`src/fct_pkg.sv`:
```
`default_nettype none

package fct_pkg;

  // Fixed point of the coordinates: Q.8
  localparam int CoordFrac = 8;

  // Configuration register indexes
  localparam logic [1:0] REG_ROW_X = 2'd0;
  localparam logic [1:0] REG_ROW_Y = 2'd1;
  localparam logic [1:0] REG_ROW_Z = 2'd2;
  localparam logic [1:0] REG_ROW_W = 2'd3;

  // Reset rows form the identity matrix in Q4.12 lanes
  localparam logic [63:0] ROW_X_RESET = 64'h0000_0000_0000_1000;
  localparam logic [63:0] ROW_Y_RESET = 64'h0000_0000_1000_0000;
  localparam logic [63:0] ROW_Z_RESET = 64'h0000_1000_0000_0000;
  localparam logic [63:0] ROW_W_RESET = 64'h1000_0000_0000_0000;

  // Test kind carried by the action field
  localparam logic ACT_POINT = 1'b0;
  localparam logic ACT_BOX   = 1'b1;

  // Control token that travels down the cell chain with each item
  typedef struct packed {
    logic valid;
    logic in_view;
  } fct_ctrl_t;

endpackage

`default_nettype wire

```
`src/fct_plane_cell.sv`:
```
`default_nettype none

module fct_plane_cell #(
  parameter int CoeffWidth = 16,
  parameter int CoordWidth = 24,
  parameter bit Sub        = 1'b0
) (
  input  logic                         clk_i,
  input  logic                         rst_ni,
  input  logic signed [CoeffWidth-1:0] w_lane_i [4],
  input  logic signed [CoeffWidth-1:0] r_lane_i [4],
  input  fct_pkg::fct_ctrl_t           ctrl_i,
  input  logic signed [CoordWidth-1:0] lo_i [3],
  input  logic signed [CoordWidth-1:0] hi_i [3],
  output fct_pkg::fct_ctrl_t           ctrl_o,
  output logic signed [CoordWidth-1:0] lo_o [3],
  output logic signed [CoordWidth-1:0] hi_o [3]
);
  import fct_pkg::*;

  localparam int NormW = CoeffWidth + 1;
  localparam int ProdW = NormW + CoordWidth;
  localparam int SumW  = ProdW + 2;

  logic signed [NormW-1:0]      norm [4];
  logic signed [CoordWidth-1:0] corner [3];
  logic signed [ProdW-1:0]      prod_d [3];
  logic signed [ProdW-1:0]      prod_q [3];
  logic signed [ProdW-1:0]      cst_ext;
  logic signed [ProdW-1:0]      cst_d, cst_q;
  logic signed [CoordWidth-1:0] lo_a_q [3];
  logic signed [CoordWidth-1:0] hi_a_q [3];
  fct_ctrl_t                    ctrl_a_q;
  logic signed [SumW-1:0]       dist_sum;
  logic                         dist_neg;
  fct_ctrl_t                    ctrl_d, ctrl_q;
  logic signed [CoordWidth-1:0] lo_q [3];
  logic signed [CoordWidth-1:0] hi_q [3];

  // Plane coefficients: w row plus or minus the axis row
  always_comb begin
    for (int k = 0; k < 4; k++) begin
      if (Sub) begin
        norm[k] = NormW'(w_lane_i[k]) - NormW'(r_lane_i[k]);
      end else begin
        norm[k] = NormW'(w_lane_i[k]) + NormW'(r_lane_i[k]);
      end
    end
  end

  // Take the corner furthest along the normal; zero picks the maximum
  always_comb begin
    for (int k = 0; k < 3; k++) begin
      corner[k] = norm[k][NormW-1] ? lo_i[k] : hi_i[k];
      prod_d[k] = ProdW'(norm[k]) * ProdW'(corner[k]);
    end
    cst_ext = ProdW'(norm[3]);
    cst_d   = cst_ext <<< CoordFrac;
  end

  always_ff @(posedge clk_i or negedge rst_ni) begin
    if (!rst_ni) begin
      ctrl_a_q <= '0;
      ctrl_q   <= '0;
    end else begin
      ctrl_a_q <= ctrl_i;
      ctrl_q   <= ctrl_d;
    end
  end

  always_ff @(posedge clk_i) begin
    prod_q <= prod_d;
    cst_q  <= cst_d;
    lo_a_q <= lo_i;
    hi_a_q <= hi_i;
    lo_q   <= lo_a_q;
    hi_q   <= hi_a_q;
  end

  // Exact signed distance of the chosen corner
  assign dist_sum = SumW'(prod_q[0]) + SumW'(prod_q[1]) + SumW'(prod_q[2]) + SumW'(cst_q);
  assign dist_neg = dist_sum[SumW-1];

  always_comb begin
    ctrl_d         = ctrl_a_q;
    ctrl_d.in_view = ctrl_a_q.in_view & ~dist_neg;
  end

  assign ctrl_o = ctrl_q;
  assign lo_o   = lo_q;
  assign hi_o   = hi_q;

  a_valid_origin: assert property (@(posedge clk_i) disable iff (!rst_ni)
    ctrl_q.valid |-> $past(ctrl_i.valid, 2))
    else $error("cell output without an item two cycles earlier");

  a_inside_origin: assert property (@(posedge clk_i) disable iff (!rst_ni)
    (ctrl_q.valid && ctrl_q.in_view) |-> $past(ctrl_i.in_view, 2))
    else $error("cell set inside on an item already outside");

  a_neg_clears: assert property (@(posedge clk_i) disable iff (!rst_ni)
    (ctrl_a_q.valid && dist_neg) |=> (ctrl_q.valid && !ctrl_q.in_view))
    else $error("negative plane distance did not clear inside");

endmodule

`default_nettype wire

```
`config.mk`:
```
export PLATFORM = sky130hd
export DESIGN_NAME = fct_plane_cell
export DESIGN_NICKNAME = d
export VERILOG_FILES = /design/src/fct_pkg.sv /design/src/fct_plane_cell.sv
export SDC_FILE = /design/constraint.sdc
export NUM_CORES = 2
export LEC_CHECK = 0
export CAP_MARGIN = 25
export CORE_MARGIN = 2
export CORE_UTILIZATION = 37
export DETAILED_ROUTE_END_ITERATION = 8
export DONT_BUFFER_PORTS = 1
export GPL_TIMING_DRIVEN = 0
export HOLD_SLACK_MARGIN = 0.08
export PLACE_DENSITY = 0.59
export SYNTH_ARGS = -nofsm -noshare
export SYNTH_HDL_FRONTEND = slang
export SYNTH_SLANG_ARGS = --single-unit
```
`constraint.sdc`:
```
create_clock -name clk_i -period 4.35 [get_ports clk_i]
set_clock_uncertainty 0.2 [all_clocks]
set_input_delay 0.435 -clock clk_i [delete_from_list [all_inputs] [get_ports clk_i]]
set_output_delay 0.435 -clock clk_i [all_outputs]
set_load 0.02 [all_outputs]
```
Word level (Yosys, flattened, before mapping)
Index checks and enable logic that the tools add are counted.
{ "classes": {"addsub": 7, "mul": 3, "muxes": 3, "n_bitwise": 2} }
{ "op_table": {"columns": ["cell", "n"], "rows": [
  ["17-bit by 24-bit multiplier with 41-bit output", 3],
  ["24-bit 2-to-1 mux", 3],
  ["16-bit by 16-bit adder with 17-bit output", 4],
  ["42-bit by 41-bit adder with 43-bit output", 1],
  ["43-bit by 25-bit adder with 43-bit output", 1],
  ["41-bit by 41-bit adder with 42-bit output", 1],
  ["1-bit AND", 1],
  ["1-bit NOT", 1]
]} }
{ "word_totals": {"ff_bits": 432, "in_bits": 276, "output_inout_bits": 146, "word_cells": 35} }

Depth between registers and ports, before layout
{ "logic_depth": {"word_depth": 5, "mapped_depth": 40, "depth_no_buf": 37} }

Worst setup path before layout
OpenSTA, ideal clock, no wires.
{ "synth_timing": {"path_type": "input-to-reg", "start": "input w_lane_i[48] (netlist bit)", "end": "register prod_q[122] (netlist bit)", "setup_ps": 87, "arrival_ps": 8884, "t_required_ps": 4063, "path_slack_ps": -4821, "stages": 36, "path_buffers": 2, "cell_sequence": "ha_1 -> inv_1 -> fa_1 -> nor2b_1 -> o21ai_0 -> a21boi_1 -> o21ai_0 -> a31oi_1 -> a211oi_1 -> nor3_1 -> a31o_2 -> buf_4 -> buf_4 -> mux2i_1 -> nor2_1 -> fa_1 -> inv_1 -> fa_1 -> fa_1 -> fa_1 -> inv_1 -> fa_1 -> inv_1 -> fa_1 -> inv_1 -> ha_1 -> o21ai_0 -> o211ai_1 -> o21a_1 -> o211ai_2 -> o31a_1 -> o311a_1 -> o311a_1 -> o31ai_4 -> mux2i_1 -> nor4b_2"} }
{ "synth_lines": {"columns": ["item", "line_no", "rtl"], "rows": [
  ["start: declaration", "fct_plane_cell.sv:10", "input logic signed [CoeffWidth-1:0] w_lane_i [4],"],
  ["end signal: assignment", "fct_plane_cell.sv:72", "prod_q <= prod_d;"],
  ["end: declaration", "fct_plane_cell.sv:28", "logic signed [ProdW-1:0] prod_q [3];"]
]} }

==> run metrics <==
syn_nets=7,860; period utilization=1.96; PortBufs=0; top-count cell post-synth=inv_1; non-filler cells, final=between 8,000 and 9,000; Hold Crit Class=reg2reg; Max Freq=roughly 120 MHz; share of the synthesized area in the top cell type=0.442; nets=around 8,500; Hold Path End=hi_o[42]; core area=between 0.15 and 0.2 sq mm; WP data arrival=around 8.9 ns; hold path start=hi_a_q[42]; CP delay by family, top=adder cells; Setup WS pre-CTS=-6.49 ns; first-pass GRT wire length=~270 mm; Synth Register Bits=432; Synth cell types=84; Critical Path Slowest Stage Cell=fa_2; Synth async-reset ratio=0.00926; WS Path Type=in2reg; reg2reg end=ctrl_o[0]; fin worst setup slack=-4.19 ns; Initial Utilization=0.372; Req. time, crit path=4.71 ns; clk buf depth=3; status=finished, violations left; initial antenna violation count=8; RR Startpoint=prod_q[3]; Synth area leaders=fa_1 (44%), dfxtp_1 (15%), ha_1 (8.8%); Worst-Margin Slew=between 1 and 1.5 ns; Netlist Area Pre-Place=0.0580 sq mm; Final HPWL DP=143 mm; Remaining Overflow, GRT=0; max capacitance violation total=0; CP peak stage delay=around 0.60 ns; clk sinks=between 400 and 500; failing checks=negative setup slack; critical path's most frequent cell=fa_2; DRC viols=0; Hold Violations, Final=0; # setup viols final=approximately 110; drt first pass iters=8; R2R cell count=13; largest net degree at the start of global routing=17; setup TNS=-334.54 ns; Slew Viols, Final=0; RSZ-0062 raised after global routing=yes; M1 GR Usage=0.294; layout cells sized above 1=0.202; I/O pin total=between 400 and 500; EDFF count, synth=0; DR vias/cell=between 4 and 5; met2 GRT Util=0.367; flop-to-flop setup slack=approximately 0.48 ns; clk_lat worst skew=about 0.67 ns; vias in the first global route=approximately 46,000; DR iter-0 viols=2,548; syn_area_per_cell=a little under 10 sq um; number of synthesis warnings=0; DRT antenna net count=0; Vias=~43,000; htree depth=2; relative slew slack=0.322; Root Buffer Master=clkbuf_16; WP buf/inv=9; wire per inst=~20 um; P&R area growth vs syn=25.9%; Total GRT Usage=0.220; cts bufs inserted=between 40 and 50; FP Rows=approximately 150; GRT met3 Usage=0.0362; Critical Path End Type=flop; post-synthesis cell count=5,896; GRT Max-Usage Layer=met2; clock tree from TritonCTS=built; Seq/Total Area, Yosys=0.150; die width=400 um; Placed Instances=between 7,000 and 8,000; crit path max fanout=6; Worst-path clk slew=~0.08 ns; die area=between 0.15 and 0.2 sq mm; Die Span Y=400 um; Startpoint Class=input pin; Fillers=14,300; ys flop type=dfxtp_1; diode count=0; cell taking the most area after synthesis=fa_1; total routed wirelength=roughly 170 mm; hold depth=0; top post-synthesis cells by count=inv_1 (1,299), fa_1 (1,281), nand2_1 (661); GPL Wtd Cong=0.937; crit path time final=~8.5 ns
==> logic make-up (layout without fill, tap and decap cells) <==
logic type                 count (synthesis)  after routing  share of synthesized area
xor gates and xnor gates                 204            204                     0.0308
buffers and inverters                   1438           2157                     0.0957
muxes                                    141            143                     0.0286
and+or+nand+nor                         1583           1583                      0.117
adders and majority gates               1688           1688                      0.530
DFF                                      432            432                      0.150
AOI/OAI and AO/OA                        410            410                     0.0480
==> worst max path at each step <==
stage                             from          end  slack, ns  depth (start not counted)
after global placement    w_lane_i[32]   prod_q[81]      -6.46                         32
after global routing      w_lane_i[32]   prod_q[80]      -4.42                         40
final                     w_lane_i[32]   prod_q[80]      -4.19                         38
after CTS                 w_lane_i[48]  prod_q[122]      -4.22                         36
after detailed placement  w_lane_i[32]   prod_q[81]      -6.49                         32
after floorplan           w_lane_i[32]   prod_q[74]      -4.23                         36
==> routing by layer <==
| layer | share of wire | routed length (um) | up-vias |
|---|---|---|---|
| met2 | 0.48 | 84100 | 1464 |
| met5 | 0.00022 | 39 | - |
| met3 | 0.075 | 13100 | 269 |
| met4 | 0.033 | 5790 | 6 |
| met1 | 0.41 | 71600 | 22200 |
| li1 | - | - | 19000 |
==> layout by cell type, fill, tap and decap left out, types with 29 or more instances in the layout <==
| cell type | n |
|---|---|
| a21o_1 | 68 |
| a21oi_1 | 65 |
| a21oi_2 | 41 |
| and2_1 | 90 |
| buf_12 | 43 |
| buf_4 | 297 |
| buf_6 | 86 |
| clkbuf_1 | 54 |
| clkbuf_16 | 49 |
| dfxtp_1 | 428 |
| dlygate4sd3_1 | 234 |
| fa_1 | 1196 |
| fa_2 | 85 |
| ha_1 | 325 |
| ha_4 | 70 |
| inv_1 | 1227 |
| inv_2 | 71 |
| mux2_4 | 57 |
| mux2i_4 | 64 |
| nand2_1 | 623 |
| nand2_2 | 32 |
| nand2b_1 | 60 |
| nor2_1 | 487 |
| nor2_2 | 66 |
| nor2b_1 | 29 |
| nor3_1 | 37 |
| o21ai_0 | 38 |
| xnor2_1 | 103 |
| xnor2_2 | 35 |
| xor2_1 | 39 |
==> flip-flops by register name (all words and copies together), names as in the netlist <==
name and count:
cst_q 17, ctrl_a_q 2, ctrl_o 2, hi_a_q 72
hi_o 72, lo_a_q 72, lo_o 72, prod_q 123
==> timing repair <==
action / in CTS / in global routing
endpoints found under the hold margin: 172 / 0
cloned: 4 / 2
buffers inserted: 272 / 108
pin swaps: 213 / 183
gates resized for setup: 460 / 255
hold buffers: 234 / 0
endpoints found under the setup margin: 116 / 115
==> through the flow <==
stage	hold slack, ns	util	area [sq um]
floorplan	-0.0606	-	59900
global placement	-0.0601	0.401	62500
detailed placement	-0.0601	0.402	62600
CTS	0.0803	0.457	71200
global route	0.0931	0.468	73000
finish	0.106	0.468	73000
==> worst reg2reg max path, delay by kind of cell, from the launching register on <==
| family | cells | cell delay, ns |
|---|---|---|
| compound gates | 6 | 1.64 |
| fa+ha+maj | 3 | 1.05 |
| simple gates | 4 | 0.54 |
| flops | 1 | 0.33 |
==> area by class of cell <==
cell class                 instances  area (sq um)  area share
multi-input combinational       4028         47900       0.657
sequential                       432          8670       0.119
timing repair buffer             635          6100      0.0836
inverter                        1301          4900      0.0671
tap                             2058          2570      0.0353
clock buffer                      58          1330      0.0182
buffer                           134          1110      0.0152
clock inverter                    29           368     0.00504
Power is not shown: default switching activity piles up to over one toggle a cycle in this logic, so the estimate is an artifact.
